## src/rtl/core/u16u8_pkg.sv

```systemverilog
// Package for the UTF-16 to UTF-8 transcoder: code constants, the encoded
// byte-group type and the code point encoder. No dependencies.
`default_nettype none

package u16u8_pkg;

   localparam logic [15:0] BOM_UNIT       = 16'hFEFF;
   localparam logic [15:0] SURR_LO_UNIT   = 16'hD800;
   localparam logic [15:0] SURR_HI_UNIT   = 16'hDFFF;
   localparam logic [15:0] LOW_SURR_MASK  = 16'hDC00;
   localparam logic [20:0] PLANE1_BASE    = 21'h10000;
   localparam logic [20:0] REPLACEMENT_CP = 21'h0FFFD;
   localparam logic [20:0] LIMIT_1B       = 21'h00080;
   localparam logic [20:0] LIMIT_2B       = 21'h00800;
   localparam logic [20:0] LIMIT_3B       = 21'h10000;
   localparam logic [7:0]  LEAD_4B        = 8'b11110000;
   localparam logic [7:0]  LEAD_3B        = 8'b11100000;
   localparam logic [7:0]  LEAD_2B        = 8'b11000000;
   localparam logic [7:0]  CONT_BYTE      = 8'h80;

   // One encoded code point: bytes in output order, index of the final byte.
   typedef struct packed {
      logic [3:0][7:0] bytes;
      logic [1:0]      last_idx;
   } byte_group_type;

   function automatic byte_group_type encode_cp(input logic [20:0] cp);
      byte_group_type g;
      g = '0;
      if (cp < LIMIT_1B) begin
         g.bytes[0] = {1'b0, cp[6:0]};
         g.last_idx = 2'd0;
      end else if (cp < LIMIT_2B) begin
         g.bytes[0] = LEAD_2B | {3'b000, cp[10:6]};
         g.bytes[1] = CONT_BYTE | {2'b00, cp[5:0]};
         g.last_idx = 2'd1;
      end else if (cp < LIMIT_3B) begin
         g.bytes[0] = LEAD_3B | {4'b0000, cp[15:12]};
         g.bytes[1] = CONT_BYTE | {2'b00, cp[11:6]};
         g.bytes[2] = CONT_BYTE | {2'b00, cp[5:0]};
         g.last_idx = 2'd2;
      end else begin
         g.bytes[0] = LEAD_4B | {5'b00000, cp[20:18]};
         g.bytes[1] = CONT_BYTE | {2'b00, cp[17:12]};
         g.bytes[2] = CONT_BYTE | {2'b00, cp[11:6]};
         g.bytes[3] = CONT_BYTE | {2'b00, cp[5:0]};
         g.last_idx = 2'd3;
      end
      return g;
   endfunction

endpackage

`default_nettype wire

```

## src/rtl/core/utf16_to_utf8_transcoder_unit.sv

```systemverilog
// UTF-16 to UTF-8 transcoder, top level.
// Groups pass stage A, then the serializer, before output; 0 to 4 bytes per unit.
// Throughput: one byte per cycle from the serializer while rsp_ready is high;
// a unit is taken every cycle if each gives one byte or none, with rsp_ready high.
// Reset (synchronous): clears the held surrogate and empties both stages.
// Depends on u16u8_pkg.
`default_nettype none

module utf16_to_utf8_transcoder_unit (
   input  wire logic        clock,
   input  wire logic        reset,
   input  wire logic        req_valid,
   output logic             req_ready,
   input  wire logic [15:0] req_code_unit,
   input  wire logic        req_first_unit,
   input  wire logic        req_last_unit,
   output logic             rsp_valid,
   input  wire logic        rsp_ready,
   output logic [7:0]       rsp_out_byte,
   output logic             rsp_last_byte
);
   import u16u8_pkg::*;

   logic           pend_ff, pend_in;
   logic [9:0]     held_ff, held_in;
   logic           a_valid_ff, a_valid_in;
   byte_group_type a_group_ff, a_group_in;
   logic           b_valid_ff, b_valid_in;
   byte_group_type b_group_ff, b_group_in;
   logic [1:0]     idx_ff, idx_in;

   logic           req_xfer, rsp_xfer, b_done, a_move;
   logic           eff_pend, is_surr, emit;
   logic [20:0]    cp;

   assign rsp_valid     = b_valid_ff;
   assign rsp_out_byte  = b_group_ff.bytes[idx_ff];
   assign rsp_last_byte = (idx_ff == b_group_ff.last_idx);
   assign rsp_xfer      = rsp_valid && rsp_ready;
   assign b_done        = rsp_xfer && rsp_last_byte;
   assign a_move        = a_valid_ff && (!b_valid_ff || b_done);
   assign req_ready     = !a_valid_ff || a_move;
   assign req_xfer      = req_valid && req_ready;

   assign eff_pend = pend_ff && !req_first_unit;
   assign is_surr  = (req_code_unit >= SURR_LO_UNIT) && (req_code_unit <= SURR_HI_UNIT);

   // Decode the unit against the held surrogate and update pairing state.
   always_comb begin
      pend_in = pend_ff;
      held_in = held_ff;
      emit    = 1'b0;
      cp      = {5'd0, req_code_unit};
      if (req_xfer) begin
         if (req_first_unit) begin
            pend_in = 1'b0;
            held_in = '0;
         end
         if (req_first_unit && !req_last_unit && req_code_unit == BOM_UNIT) begin
            emit = 1'b0;
         end else if (eff_pend) begin
            pend_in = 1'b0;
            held_in = '0;
            emit    = 1'b1;
            if ((req_code_unit & LOW_SURR_MASK) == LOW_SURR_MASK) begin
               cp = {1'b0, held_ff, req_code_unit[9:0]} + PLANE1_BASE;
            end else begin
               cp = REPLACEMENT_CP;
            end
         end else if (is_surr) begin
            if (req_last_unit) begin
               emit = 1'b1;
               cp   = REPLACEMENT_CP;
            end else begin
               pend_in = 1'b1;
               held_in = req_code_unit[9:0];
            end
         end else begin
            emit = 1'b1;
         end
      end
   end

   // Hold the encoded group in stage A until the serializer frees up.
   always_comb begin
      a_valid_in = a_valid_ff;
      a_group_in = a_group_ff;
      if (a_move) begin
         a_valid_in = 1'b0;
      end
      if (emit) begin
         a_valid_in = 1'b1;
         a_group_in = encode_cp(cp);
      end
   end

   // Serializer: one byte per transfer; reload from stage A when done or empty.
   always_comb begin
      b_valid_in = b_valid_ff;
      b_group_in = b_group_ff;
      idx_in     = idx_ff;
      if (rsp_xfer && !rsp_last_byte) begin
         idx_in = idx_ff + 2'd1;
      end
      if (b_done) begin
         b_valid_in = 1'b0;
      end
      if (a_move) begin
         b_valid_in = 1'b1;
         b_group_in = a_group_ff;
         idx_in     = 2'd0;
      end
   end

   always_ff @(posedge clock) begin
      if (reset) begin
         pend_ff    <= 1'b0;
         held_ff    <= '0;
         a_valid_ff <= 1'b0;
         b_valid_ff <= 1'b0;
         idx_ff     <= '0;
      end else begin
         pend_ff    <= pend_in;
         held_ff    <= held_in;
         a_valid_ff <= a_valid_in;
         b_valid_ff <= b_valid_in;
         idx_ff     <= idx_in;
      end
   end

   always_ff @(posedge clock) begin
      a_group_ff <= a_group_in;
      b_group_ff <= b_group_in;
   end

   a_idx_in_range: assert property (@(posedge clock) disable iff (reset)
      b_valid_ff |-> (idx_ff <= b_group_ff.last_idx))
      else $error("serializer index past the end of its byte group");

   a_lead_byte: assert property (@(posedge clock) disable iff (reset)
      (rsp_valid && idx_ff == 2'd0) |-> (rsp_out_byte[7:6] != 2'b10))
      else $error("group opens with a continuation byte");

   a_cont_byte: assert property (@(posedge clock) disable iff (reset)
      (rsp_valid && idx_ff != 2'd0) |-> (rsp_out_byte[7:6] == 2'b10))
      else $error("continuation byte lacks 10 prefix");

   a_pair_clears: assert property (@(posedge clock) disable iff (reset)
      (req_valid && req_ready && pend_ff && !req_first_unit) |=> !pend_ff)
      else $error("held surrogate survived its second unit");

endmodule

`default_nettype wire
```

## config.mk

```make
export PLATFORM = sky130hd
export DESIGN_NAME = utf16_to_utf8_transcoder_unit
export DESIGN_NICKNAME = d
export VERILOG_FILES = /design/src/rtl/core/u16u8_pkg.sv /design/src/rtl/core/utf16_to_utf8_transcoder_unit.sv
export SDC_FILE = /design/constraint.sdc
export NUM_CORES = 1
export LEC_CHECK = 0
export BUFFER_PORTS_ARGS = -buffer_cell sky130_fd_sc_hd__buf_2
export CORE_MARGIN = 2
export CORE_UTILIZATION = 45
export CTS_BUF_LIST = sky130_fd_sc_hd__clkbuf_8 sky130_fd_sc_hd__clkbuf_16
export DETAILED_ROUTE_END_ITERATION = 8
export PLACE_DENSITY = 0.73
export SLEW_MARGIN = 10
export SYNTH_ARGS = -nofsm -noshare
export SYNTH_HDL_FRONTEND = slang
export SYNTH_SLANG_ARGS = --single-unit
```

## constraint.sdc

```tcl
create_clock -name clock -period 3.6 [get_ports clock]
set_clock_uncertainty 0.05 [all_clocks]
set_input_delay 0.54 -clock clock [delete_from_list [all_inputs] [get_ports clock]]
set_output_delay 0.54 -clock clock [all_outputs]
set_load 0.01 [all_outputs]
```

==> results of run 1 <==
## final cells by class
class | instances | area (µm²)
Clock inverter | 7 | 141
Timing Repair Buffer | 41 | 228
Clock buffer | 9 | 124
Fill cell | 666 | 3300
Inverter | 7 | 26.3
Sequential cell | 73 | 2040
Multi-Input combinational cell | 185 | 1230
Tap cell | 99 | 124
## layer usage
metal / GRT usage (%) / vias up / share of wire (%)
met4: 6.67 / 0 / 1.3
met3: 3.94 / 10 / 7.7
li1: - / 1143 / -
met5: 0 / - / 0
met2: 26.9 / 108 / 46
met1: 25.8 / 1163 / 45
## power by group through the flow
stage                     Combinational (mW)  Sequential (mW)  Clock (mW)
after floorplan                       0.0821            0.986           0
after global placement                 0.137            0.987           0
after detailed placement               0.140            0.989           0
after CTS                              0.141            0.970       0.851
after global routing                   0.155            0.973       0.884
final                                  0.141            0.969       0.837
## through the flow
| stage | std cells | hold WS [ns] | worst slack [ns] | utilization (%) | power (mW) |
|---|---|---|---|---|---|
| after floorplan | 276 | 0.350 | 0.859 | - | 1.07 |
| after global placement | 405 | 0.352 | 0.563 | 50.5 | 1.12 |
| after detailed placement | 405 | 0.355 | 0.479 | 50.5 | 1.13 |
| after CTS | 421 | 0.368 | 0.509 | 54.2 | 1.96 |
| after global routing | 421 | 0.374 | 0.319 | 54.2 | 2.01 |
| final | 421 | 0.368 | 0.526 | 54.2 | 1.95 |
## how the worst max path moves through the flow
stage / startpoint / endpoint / slack [ns]
floorplan: req_valid / a_group_ff[8] / 0.86
global placement: rsp_ready / a_group_ff[8] / 0.56
detailed placement: rsp_ready / a_group_ff[8] / 0.48
CTS: b_group_ff[1] / a_group_ff[8] / 0.51
global route: b_group_ff[1] / a_group_ff[8] / 0.32
finish: b_group_ff[1] / a_group_ff[8] / 0.53
## worst register-to-register path: stages (launching register included)
cell and delay (ns):
sky130_fd_sc_hd__edfxtp_1 0.46, sky130_fd_sc_hd__xnor2_2 0.29, sky130_fd_sc_hd__a32oi_2 0.28, sky130_fd_sc_hd__or3_1 0.43
sky130_fd_sc_hd__a2111o_1 0.56, sky130_fd_sc_hd__nor4_4 0.34, sky130_fd_sc_hd__inv_2 0.10, sky130_fd_sc_hd__or3_1 0.32
## cell families (layout without fill, tap and decap cells)
family / count (synthesis) / in the layout / synth area share (%)
xor gates and xnor gates: 5 / 5 / 1.76
and+or+nand+nor: 99 / 99 / 14.3
muxes: 13 / 13 / 6.19
adders and majority gates: 1 / 1 / 0.375
buffers and inverters: 18 / 64 / 2.03
DFF: 73 / 73 / 61.3
AOI/OAI and AO/OA: 67 / 67 / 14.0
## synthesized netlist by cell type (3+ instances only)
cell type	n
sky130_fd_sc_hd__edfxtp_1	58
sky130_fd_sc_hd__nor2_1	39
sky130_fd_sc_hd__nand2_1	21
sky130_fd_sc_hd__dfxtp_1	15
sky130_fd_sc_hd__a22oi_1	13
sky130_fd_sc_hd__o21ai_0	13
sky130_fd_sc_hd__a21oi_1	10
sky130_fd_sc_hd__clkbuf_1	9
sky130_fd_sc_hd__inv_1	6
sky130_fd_sc_hd__mux2i_1	6
sky130_fd_sc_hd__mux4_2	6
sky130_fd_sc_hd__nand3_1	6
sky130_fd_sc_hd__o31ai_1	6
sky130_fd_sc_hd__or2_2	5
sky130_fd_sc_hd__nand4_1	4
sky130_fd_sc_hd__nor3_1	4
sky130_fd_sc_hd__o22ai_1	4
sky130_fd_sc_hd__or3_1	4
sky130_fd_sc_hd__a211oi_1	3
sky130_fd_sc_hd__and2_1	3
sky130_fd_sc_hd__and3_1	3
sky130_fd_sc_hd__nand2b_1	3
## state kept, by name, summed over array words and instances, names as in the netlist
name / cells
b_group_ff: 29
idx_ff: 2
rsp_valid: 1
held_ff: 10
a_group_ff: 29
pend_ff: 1
a_valid_ff: 1
==> impl_metrics.prom, run 1 <==
# TYPE chip_impl_metric gauge
chip_impl_info{name="run_status",value="complete, no violations"} 1
chip_impl_metric{name="post-route-period-util",unit="%"} 85.4
chip_impl_metric{name="fp-row-count",unit=""} 31
chip_impl_metric{name="drc_errors",unit=""} 0
chip_impl_metric{name="synth-edff-count",unit=""} 58
chip_impl_metric{name="antenna_cells_inserted",unit=""} 0
chip_impl_metric{name="placed_area",unit="µm²"} 3650
chip_impl_metric{name="avgViaCountPerCell",unit=""} 5.76
chip_impl_metric{name="numCtsBuffers",unit=""} 9
chip_impl_metric{name="power.share.clock",unit="%"} 43.0
chip_impl_info{name="timing.hold.worst.class",value="reg -> reg"} 1
chip_impl_info{name="worstHoldEndpoint",value="b_group_ff[11]"} 1
chip_impl_metric{name="synth.yosys.warnings",unit=""} 0
chip_impl_metric{name="cts.repair.resized",unit=""} 0
chip_impl_metric{name="floorplan.die.width",unit="µm"} 90.1
chip_impl_metric{name="hold_depth",unit=""} 0
chip_impl_metric{name="min_period",unit="ns"} 3.07
chip_impl_metric{name="number_of_max_capacitance_violations_reported",unit=""} 0
chip_impl_metric{name="clkLatencyLatePin",unit="ns"} 0.34
chip_impl_metric{name="ctsLongestPathBuffers",unit=""} 2
chip_impl_info{name="crit-reg2reg-capture",value="a_group_ff[8]"} 1
chip_impl_metric{name="grt_start_max_net_pins",unit=""} 31
chip_impl_metric{name="sequentialPowerShare",unit="%"} 49.8
chip_impl_info{name="crit_top_cell",value="sky130_fd_sc_hd__or3_1"} 1
chip_impl_metric{name="global_route_wire_length_before_repair",unit="mm"} 11.4
chip_impl_metric{name="ys_async_sr_fraction",unit="%"} 0
chip_impl_metric{name="synth.net_count",unit=""} 299
chip_impl_metric{name="start_util",unit="%"} 46.2
chip_impl_info{name="rr_startpoint",value="b_group_ff[1]"} 1
chip_impl_metric{name="worst_slew_margin_rel",unit="%"} 65.0
chip_impl_metric{name="ys_seq_elements",unit=""} 73
chip_impl_info{name="layout_commonest_cell",value="sky130_fd_sc_hd__edfxtp_1"} 1
chip_impl_metric{name="totalNegativeSetupSlack",unit="ns"} 0
chip_impl_metric{name="endpoint_required_time_on_the_critical_path",unit="ns"} 3.64
chip_impl_metric{name="netSwitchingFraction",unit="%"} 20.8
chip_impl_metric{name="antenna_violations_before_repair",unit=""} 0
chip_impl_info{name="clockRootBuffer",value="sky130_fd_sc_hd__clkbuf_8"} 1
chip_impl_metric{name="die_area",unit="µm²"} 8110
chip_impl_metric{name="die_height",unit="µm"} 90.1
chip_impl_info{name="ys_top_cells_by_area",value="sky130_fd_sc_hd__edfxtp_1, sky130_fd_sc_hd__dfxtp_1, sky130_fd_sc_hd__nor2_1, sky130_fd_sc_hd__mux4_2, sky130_fd_sc_hd__a22oi_1"} 1
chip_impl_metric{name="synth_cell_types",unit=""} 51
chip_impl_metric{name="final-setup-viol-count",unit=""} 0
chip_impl_info{name="worstPathCellList",value="xnor2_2, a32oi_2, or3_1, a2111o_1, nor4_4, inv_2, or3_1"} 1
chip_impl_info{name="worstSetupEndpointType",value="register"} 1
chip_impl_metric{name="place_congestion",unit=""} 0.955
chip_impl_metric{name="drtPass1Iterations",unit=""} 5
chip_impl_metric{name="detailedRoute.firstIterationViolations",unit=""} 216
chip_impl_info{name="hold_start",value="a_group_ff[11]"} 1
chip_impl_metric{name="final_hold_violation_count",unit=""} 0
chip_impl_metric{name="number_of_global_route_vias_before_repair",unit=""} 2238
chip_impl_metric{name="tightestPinTransition",unit="ns"} 0.520
chip_impl_metric{name="grt_overflow_total",unit=""} 0
chip_impl_metric{name="worst-r2r-cell-count",unit=""} 7
chip_impl_metric{name="power_switching",unit="mW"} 0.405
chip_impl_metric{name="critical_path_arrival",unit="ns"} 3.12
chip_impl_metric{name="r2r_slack",unit="ns"} 0.53
chip_impl_metric{name="layout-drive-gt1-share",unit="%"} 23.6
chip_impl_metric{name="maxClockFrequency",unit="MHz"} 325
chip_impl_info{name="slowest_stage",value="sky130_fd_sc_hd__a2111o_1"} 1
chip_impl_metric{name="worst-path-max-fanout",unit=""} 10
chip_impl_metric{name="wl_per_cell",unit="µm"} 16.8
chip_impl_metric{name="cts.reportedPaths.clkPinSlew",unit="ns"} 0.08
chip_impl_info{name="layout.cells.most_common_list",value="sky130_fd_sc_hd__edfxtp_1, sky130_fd_sc_hd__nor2_1, sky130_fd_sc_hd__buf_2"} 1
chip_impl_info{name="yosys_most_used_dff",value="sky130_fd_sc_hd__edfxtp_1"} 1
chip_impl_metric{name="wl",unit="mm"} 7.06
chip_impl_metric{name="placement.io_buffers",unit=""} 32
chip_impl_info{name="startpoint_type",value="register"} 1
chip_impl_metric{name="area_growth_from_synthesis_to_final_layout",unit="%"} 17.3
chip_impl_metric{name="coreArea",unit="µm²"} 7210
chip_impl_metric{name="synth.cell_area",unit="µm²"} 3330
chip_impl_metric{name="drtAntennaViolNets",unit=""} 0
chip_impl_info{name="synth_largest_area_cell",value="sky130_fd_sc_hd__edfxtp_1"} 1
chip_impl_metric{name="grt_usage",unit="%"} 17.9
chip_impl_metric{name="power.ir.vdd_worst",unit="mV"} 0.200
chip_impl_metric{name="layout.nets",unit=""} 340
chip_impl_metric{name="num_vias",unit=""} 2424
chip_impl_metric{name="h-tree-depth",unit=""} 3
chip_impl_metric{name="cts.sink_count",unit=""} 73
chip_impl_metric{name="io_pins",unit=""} 33
chip_impl_metric{name="syn_area_per_cell",unit="µm²"} 12.1
chip_impl_info{name="rsz0062_at_grt",value="false"} 1
chip_impl_metric{name="comb_power_share",unit="%"} 7.3
chip_impl_metric{name="timing.critical_path.depth",unit=""} 7
chip_impl_metric{name="synth_cells",unit=""} 276
chip_impl_info{name="worst_setup_path_class",value="reg -> reg"} 1
chip_impl_metric{name="critical-path-max-stage-delay",unit="ns"} 0.56
chip_impl_metric{name="post_cts_buffers",unit=""} 0
chip_impl_info{name="clock_tree_from_tritoncts",value="yes"} 1
chip_impl_metric{name="synth_top_area_share",unit="%"} 52.3
chip_impl_metric{name="seq_area_frac_synth",unit="%"} 61.3
chip_impl_metric{name="hpwlAfterDp",unit="mm"} 4.95
chip_impl_metric{name="cellPowerDensity",unit="nW/µm²"} 498
chip_impl_metric{name="final_cell_area",unit="µm²"} 3910
chip_impl_metric{name="timing.critical_path.buf_inv",unit=""} 1
chip_impl_metric{name="power_leakage",unit="nW"} 1.41
chip_impl_info{name="cp_top_family",value="simple AND/OR/NAND/NOR gates"} 1
chip_impl_metric{name="final_max_slew_violation_count",unit=""} 0
chip_impl_metric{name="cts_hold_buf",unit=""} 0
chip_impl_metric{name="cell_int_power",unit="mW"} 1.54
No activity file was read; power rests on OpenSTA's default activity.
==> run 2: changes to the inputs <==
Clock period 3.6 ns to 3 ns, I/O delays scaled along.
==> run 2 against run 1 <==
Effect of this change:
- clock-buffer cell count did not move
- register-to-register slack got worse by 0.30 ns
- via count rose by 0.41%
- critical path depth rose by 1
- flip-flop and latch count did not move
- non-clock buffer count rose by 4
- sequential power rose by 20%
- maximum frequency rose by 11%
- sequential share of layout area rose by 0.90 points
==> impl_metrics.prom, run 2 (same netlist as run 1, synthesis figures left out) <==
# TYPE chip_impl_metric gauge
chip_impl_info{name="run_status",value="complete, no violations"} 1
chip_impl_metric{name="placed_area",unit="µm²"} 3680
chip_impl_metric{name="preCtsSetupSlack",unit="ns"} 0.169
chip_impl_info{name="worstHoldEndpoint",value="held_ff[5]"} 1
chip_impl_metric{name="avgViaCountPerCell",unit=""} 5.73
chip_impl_metric{name="drtAntennaViolNets",unit=""} 0
chip_impl_metric{name="met2_length",unit="mm"} 3.33
chip_impl_metric{name="totalNegativeSetupSlack",unit="ns"} 0
chip_impl_metric{name="holdWs",unit="ns"} 0.354
chip_impl_metric{name="wl",unit="mm"} 7.18
chip_impl_metric{name="r2r_slack",unit="ns"} 0.23
chip_impl_metric{name="hold_depth",unit=""} 3
chip_impl_metric{name="grt_overflow_total",unit=""} 0
chip_impl_metric{name="place_congestion",unit=""} 0.984
chip_impl_metric{name="ctsLongestPathBuffers",unit=""} 2
chip_impl_metric{name="placement.io_buffers",unit=""} 32
chip_impl_metric{name="drtPass1Iterations",unit=""} 4
chip_impl_metric{name="hpwlAfterDp",unit="mm"} 5.15
chip_impl_metric{name="floorplan.die.width",unit="µm"} 90.1
chip_impl_info{name="clockRootBuffer",value="sky130_fd_sc_hd__clkbuf_8"} 1
chip_impl_info{name="clock_tree_from_tritoncts",value="yes"} 1
chip_impl_metric{name="area_growth_from_synthesis_to_final_layout",unit="%"} 15.4
chip_impl_metric{name="finalWorstSetupSlack",unit="ns"} 0.228
chip_impl_info{name="rr_startpoint",value="b_group_ff[1]"} 1
chip_impl_info{name="worstSetupEndpointType",value="register"} 1
chip_impl_metric{name="maxClockFrequency",unit="MHz"} 361
chip_impl_metric{name="worst-r2r-cell-count",unit=""} 8
chip_impl_metric{name="tightestPinTransition",unit="ns"} 0.415
chip_impl_metric{name="start_util",unit="%"} 46.2
chip_impl_info{name="layout.cells.most_common_list",value="sky130_fd_sc_hd__edfxtp_1, sky130_fd_sc_hd__nor2_1, sky130_fd_sc_hd__buf_2"} 1
chip_impl_metric{name="num_vias",unit=""} 2434
chip_impl_metric{name="final_hold_violation_count",unit=""} 0
chip_impl_metric{name="filler_cell_count",unit=""} 656
chip_impl_info{name="top_layer",value="met4"} 1
chip_impl_metric{name="grt_start_max_net_pins",unit=""} 31
chip_impl_metric{name="antenna_violations_before_repair",unit=""} 0
chip_impl_metric{name="final_cell_area",unit="µm²"} 3840
chip_impl_metric{name="wl_met1",unit="mm"} 3.31
chip_impl_info{name="largestRegisters",value="a_group_ff x29, b_group_ff x29, held_ff x10"} 1
chip_impl_metric{name="clkLatencyLatePin",unit="ns"} 0.35
chip_impl_metric{name="final_max_slew_violation_count",unit=""} 0
chip_impl_info{name="layout_commonest_cell",value="sky130_fd_sc_hd__edfxtp_1"} 1
chip_impl_metric{name="regArea",unit="µm²"} 2040
chip_impl_metric{name="worst_slew_margin_rel",unit="%"} 72.3
chip_impl_info{name="crit-reg2reg-capture",value="a_group_ff[4]"} 1
chip_impl_metric{name="wl_per_cell",unit="µm"} 16.9
chip_impl_metric{name="io_pins",unit=""} 33
chip_impl_metric{name="numCtsBuffers",unit=""} 9
chip_impl_metric{name="drc_errors",unit=""} 0
chip_impl_metric{name="power.ir.vdd_worst",unit="mV"} 0.233
chip_impl_metric{name="die_height",unit="µm"} 90.1
chip_impl_metric{name="antenna_cells_inserted",unit=""} 0
chip_impl_metric{name="coreArea",unit="µm²"} 7210
chip_impl_metric{name="final-setup-viol-count",unit=""} 0
chip_impl_metric{name="layout-drive-gt1-share",unit="%"} 24.2
chip_impl_metric{name="global_route_wire_length_before_repair",unit="mm"} 11.7
chip_impl_info{name="startpoint_type",value="register"} 1
chip_impl_info{name="worst_setup_path_class",value="reg -> reg"} 1
chip_impl_info{name="hold_start",value="req_code_unit[5]"} 1
chip_impl_metric{name="fp-row-count",unit=""} 31
chip_impl_metric{name="power_leakage",unit="nW"} 1.39
chip_impl_metric{name="cts.reportedPaths.clkPinSlew",unit="ns"} 0.07
chip_impl_metric{name="post-route-period-util",unit="%"} 92.4
chip_impl_metric{name="detailedRoute.firstIterationViolations",unit=""} 129
chip_impl_metric{name="layout.nets",unit=""} 344
chip_impl_metric{name="min_period",unit="ns"} 2.77
chip_impl_metric{name="number_of_global_route_vias_before_repair",unit=""} 2291
chip_impl_metric{name="critical_path_arrival",unit="ns"} 2.89
chip_impl_info{name="rsz0062_at_grt",value="false"} 1
chip_impl_metric{name="multi_input_comb_area",unit="µm²"} 1230
chip_impl_metric{name="layoutNonFillerInstCount",unit=""} 425
chip_impl_metric{name="endpoint_required_time_on_the_critical_path",unit="ns"} 3.12
chip_impl_metric{name="post_cts_buffers",unit=""} 0
chip_impl_metric{name="worst-path-max-fanout",unit=""} 8
chip_impl_metric{name="h-tree-depth",unit=""} 3
chip_impl_metric{name="post-route-util",unit="%"} 53.3
chip_impl_metric{name="finalPower",unit="mW"} 1.99
chip_impl_metric{name="cellPowerDensity",unit="nW/µm²"} 517
chip_impl_metric{name="cts.sink_count",unit=""} 73
chip_impl_metric{name="die_area",unit="µm²"} 8110
chip_impl_info{name="timing.hold.worst.class",value="in -> reg"} 1
chip_impl_metric{name="placed_cells_incl_taps",unit=""} 409
chip_impl_metric{name="route.met3.wl",unit="µm"} 380
chip_impl_metric{name="grt_usage",unit="%"} 18.7
chip_impl_info{name="timing.critical_path.from",value="b_group_ff[1]"} 1
chip_impl_metric{name="number_of_max_capacitance_violations_reported",unit=""} 0
==> run 2: cell count changes in the layout (fill, tap and decap cells not counted), sizes merged <==
cell / delta
clkinv: +4
buf: +4
bufinv: -4
==> run 2: routing by layer <==
metal,vias to the layer above,track usage [%]
li1,1146,-
met1,1195,25.4
met2,76,28.9
met3,17,4.69
met4,0,7.56
met5,-,0
==> run 2: critical path, stage by stage, from the launching register on <==
cell and delay (ns):
sky130_fd_sc_hd__edfxtp_1 0.47, sky130_fd_sc_hd__xnor2_2 0.27, sky130_fd_sc_hd__a32oi_2 0.24, sky130_fd_sc_hd__or3_1 0.41, sky130_fd_sc_hd__a2111o_1 0.48, sky130_fd_sc_hd__buf_4 0.19, sky130_fd_sc_hd__a211oi_1 0.18, sky130_fd_sc_hd__o21ai_0 0.11
sky130_fd_sc_hd__a22oi_1 0.19
==> run 2: repair_timing <==
| action | 4_1_cts | 5_1_grt |
|---|---|---|
| gates resized for setup | 0 | 1 |
| hold buffers | 0 | 0 |
| setup endpoints to repair | 0 | 5 |
==> run 2: final cells by class <==
type                       count  share of cell area [%]
clock buffer                   9                    3.22
clock inverter                 7                    1.01
inverter                       7                   0.683
multi-input combinational    185                    32.1
sequential                    73                    53.1
tap                           99                    3.22
timing repair buffer          45                    6.70
==> run 2: worst max-delay path by stage <==
stage                     cells past startpoint  slack, ns             end
after detailed placement                      8       0.17  a_group_ff[14]
after floorplan                               5       0.29   b_group_ff[0]
final                                         8       0.23   a_group_ff[4]
after global routing                          8       0.03  a_group_ff[20]
after global placement                        8       0.27  a_group_ff[14]
after CTS                                     7       0.16  a_group_ff[14]
==> run 2: power by group <==
| part | total, mW | internal, mW | switching [mW] |
|---|---|---|---|
| Clock | 0.650 | 0.292 | 0.358 |
| Combinational | 0.172 | 0.0646 | 0.108 |
| Sequential | 1.16 | 1.15 | 0.0145 |
==> run 3: changes to the inputs <==
Settings changed: CORE_ASPECT_RATIO set to 1.75.
==> run 3 against run 2 <==
Effect of this change:
- maximum frequency is 3.2% lower
- combinational power barely moved
- sequential share of layout area is 1.8 points lower
- utilization rose by 2.2 points
- cell count is 3.3% lower
- via count is 1.6% lower
- final area rose by 3.6%
- setup slack worse by 0.091 ns
- critical path depth decreased by 1
- sequential power about the same
- critical endpoint is now a_group_ff[8]
- critical path type unchanged
- global-route usage fell by 0.73 points
==> impl_metrics.prom, run 3 (same netlist as run 1, synthesis figures left out) <==
# TYPE chip_impl_metric gauge
chip_impl_info{name="slowest_stage",value="sky130_fd_sc_hd__a2111o_1"} 1
chip_impl_metric{name="totalNegativeSetupSlack",unit="ns"} 0
chip_impl_metric{name="grt_overflow_total",unit=""} 0
chip_impl_info{name="largestRegisters",value="a_group_ff x29, b_group_ff x29, held_ff x10"} 1
chip_impl_metric{name="min_period",unit="ns"} 2.86
chip_impl_metric{name="final-setup-viol-count",unit=""} 0
chip_impl_metric{name="critical-path-max-stage-delay",unit="ns"} 0.57
chip_impl_metric{name="die_height",unit="µm"} 118
chip_impl_metric{name="maxClockFrequency",unit="MHz"} 349
chip_impl_metric{name="antenna_violations_before_repair",unit=""} 0
chip_impl_metric{name="wl_per_cell",unit="µm"} 16.8
chip_impl_metric{name="cts.reportedPaths.clkPinSlew",unit="ns"} 0.06
chip_impl_metric{name="post-route-util",unit="%"} 55.5
chip_impl_metric{name="numCtsBuffers",unit=""} 9
chip_impl_metric{name="placed_area",unit="µm²"} 3650
chip_impl_info{name="rsz0062_at_grt",value="false"} 1
chip_impl_metric{name="area_growth_from_synthesis_to_final_layout",unit="%"} 19.5
chip_impl_metric{name="layout.nets",unit=""} 343
chip_impl_metric{name="h-tree-depth",unit=""} 3
chip_impl_info{name="worst_setup_path_class",value="reg -> reg"} 1
chip_impl_metric{name="critical_path_arrival",unit="ns"} 2.89
chip_impl_metric{name="power_leakage",unit="nW"} 1.44
chip_impl_metric{name="coreArea",unit="µm²"} 7180
chip_impl_info{name="run_status",value="complete, no violations"} 1
chip_impl_metric{name="die_area",unit="µm²"} 8140
chip_impl_metric{name="place_congestion",unit=""} 0.960
chip_impl_metric{name="num_vias",unit=""} 2395
chip_impl_metric{name="final_hold_violation_count",unit=""} 0
chip_impl_metric{name="worst-path-max-fanout",unit=""} 10
chip_impl_info{name="layout.cells.most_common_list",value="sky130_fd_sc_hd__edfxtp_1, sky130_fd_sc_hd__nor2_1, sky130_fd_sc_hd__buf_2"} 1
chip_impl_metric{name="drtPass1Iterations",unit=""} 5
chip_impl_metric{name="avgViaCountPerCell",unit=""} 5.83
chip_impl_metric{name="io_pins",unit=""} 33
chip_impl_metric{name="placement.io_buffers",unit=""} 32
chip_impl_info{name="crit_top_cell",value="sky130_fd_sc_hd__or3_1"} 1
chip_impl_metric{name="final_cell_area",unit="µm²"} 3980
chip_impl_metric{name="final_max_slew_violation_count",unit=""} 0
chip_impl_info{name="worstPathCellList",value="xnor2_2, a32oi_4, or3_1, a2111o_1, nor4_4, inv_2, or3_1"} 1
chip_impl_metric{name="hpwlAfterDp",unit="mm"} 5.23
chip_impl_metric{name="antenna_cells_inserted",unit=""} 0
chip_impl_metric{name="clkLatencyLatePin",unit="ns"} 0.33
chip_impl_metric{name="floorplan.die.width",unit="µm"} 69.1
chip_impl_metric{name="holdWs",unit="ns"} 0.362
chip_impl_info{name="clockRootBuffer",value="sky130_fd_sc_hd__clkbuf_16"} 1
chip_impl_info{name="timing.hold.worst.class",value="reg -> reg"} 1
chip_impl_metric{name="start_util",unit="%"} 46.4
chip_impl_info{name="worstSetupEndpointType",value="register"} 1
chip_impl_metric{name="met2_length",unit="mm"} 3.63
chip_impl_metric{name="power.ir.vdd_worst",unit="mV"} 0.326
chip_impl_info{name="startpoint_type",value="register"} 1
chip_impl_info{name="clock_tree_from_tritoncts",value="yes"} 1
chip_impl_metric{name="drtAntennaViolNets",unit=""} 0
chip_impl_metric{name="number_of_global_route_vias_before_repair",unit=""} 2419
chip_impl_metric{name="wl",unit="mm"} 6.91
chip_impl_metric{name="detailedRoute.firstIterationViolations",unit=""} 147
chip_impl_metric{name="ctsLongestPathBuffers",unit=""} 2
chip_impl_metric{name="endpoint_required_time_on_the_critical_path",unit="ns"} 3.02
chip_impl_info{name="layout_commonest_cell",value="sky130_fd_sc_hd__edfxtp_1"} 1
chip_impl_metric{name="layout-drive-gt1-share",unit="%"} 24.3
chip_impl_metric{name="cellPowerDensity",unit="nW/µm²"} 617
chip_impl_metric{name="drc_errors",unit=""} 0
chip_impl_metric{name="cts_hold_buf",unit=""} 0
chip_impl_metric{name="route.met3.wl",unit="µm"} 328
chip_impl_metric{name="cts.sink_count",unit=""} 73
chip_impl_metric{name="grt_usage",unit="%"} 18.0
chip_impl_metric{name="worst_slew_margin_rel",unit="%"} 65.9
chip_impl_metric{name="global_route_wire_length_before_repair",unit="mm"} 11.4
chip_impl_metric{name="fp-row-count",unit=""} 41
chip_impl_info{name="top_layer",value="met4"} 1
chip_impl_metric{name="wl_met1",unit="mm"} 2.54
chip_impl_metric{name="grt_start_max_net_pins",unit=""} 31
chip_impl_metric{name="post-route-period-util",unit="%"} 95.4
chip_impl_metric{name="tightestPinTransition",unit="ns"} 0.510
chip_impl_metric{name="number_of_max_capacitance_violations_reported",unit=""} 0
## run 3: changes by cell type in the layout (fill, tap and decap cells not counted)
cell                         change
sky130_fd_sc_hd__clkbuf_16       +9
sky130_fd_sc_hd__clkbuf_8        -9
sky130_fd_sc_hd__bufinv_16       +2
sky130_fd_sc_hd__inv_1           -2
sky130_fd_sc_hd__a32oi_2         -1
sky130_fd_sc_hd__a32oi_4         +1
sky130_fd_sc_hd__buf_4           -1
sky130_fd_sc_hd__clkinv_2        -1
sky130_fd_sc_hd__clkinvlp_4      +1
sky130_fd_sc_hd__nor4_1          +1
sky130_fd_sc_hd__nor4_2          -1
## run 3: report_power, final
part | internal, mW | switching (mW)
Combinational | 0.0647 | 0.107
Sequential | 1.15 | 0.0144
Clock | 0.727 | 0.395
## run 3: final timing paths
check            startpoint        endpoint  slack (ns)  cells after the start
max           b_group_ff[1]   a_group_ff[8]        0.14                      7
min          a_group_ff[27]  b_group_ff[27]        0.36                      0
max reg2reg   b_group_ff[1]   a_group_ff[8]        0.14                      7
min reg2reg  a_group_ff[27]  b_group_ff[27]        0.36                      0
## run 3: worst max-delay path: cells and delay by family, from the launching register on
kind	cells	cell delay [ns]
AOI/OAI and AO/OA	2	0.80
xor gates and xnor gates	1	0.31
buffers and inverters	1	0.09
DFF	1	0.43
and+or+nand+nor	3	0.93
## run 3: through the flow
| stage | setup slack [ns] | power (mW) | cells |
|---|---|---|---|
| 2_1_floorplan | 0.285 | 1.28 | 276 |
| 3_3_place_gp | 0.139 | 1.35 | 395 |
| 3_5_place_dp | 0.0962 | 1.36 | 395 |
| 4_1_cts | 0.136 | 2.48 | 411 |
| 5_1_grt | 0.0116 | 2.55 | 411 |
| 6_report | 0.137 | 2.46 | 411 |
## run 3: per-layer routing
layer	vias to the layer above	global-route usage, %
met2	93	30.6
met5	-	0
li1	1146	-
met4	0	12.7
met3	31	4.28
met1	1125	19.1
## run 3: cell type report
class / count / area, µm²
timing repair buffer: 44 / 250
clock buffer: 9 / 225
fill: 613 / 3200
inverter: 7 / 26.3
multi-input combinational: 185 / 1240
clock inverter: 7 / 93.8
sequential: 73 / 2040
tap: 86 / 108
## run 3: what timing repair did
action | 4_1_cts | 5_1_grt
gates resized for setup | 0 | 1
hold endpoints to repair | 0 | 0
setup endpoints to repair | 0 | 2
buffers inserted | 0 | 0
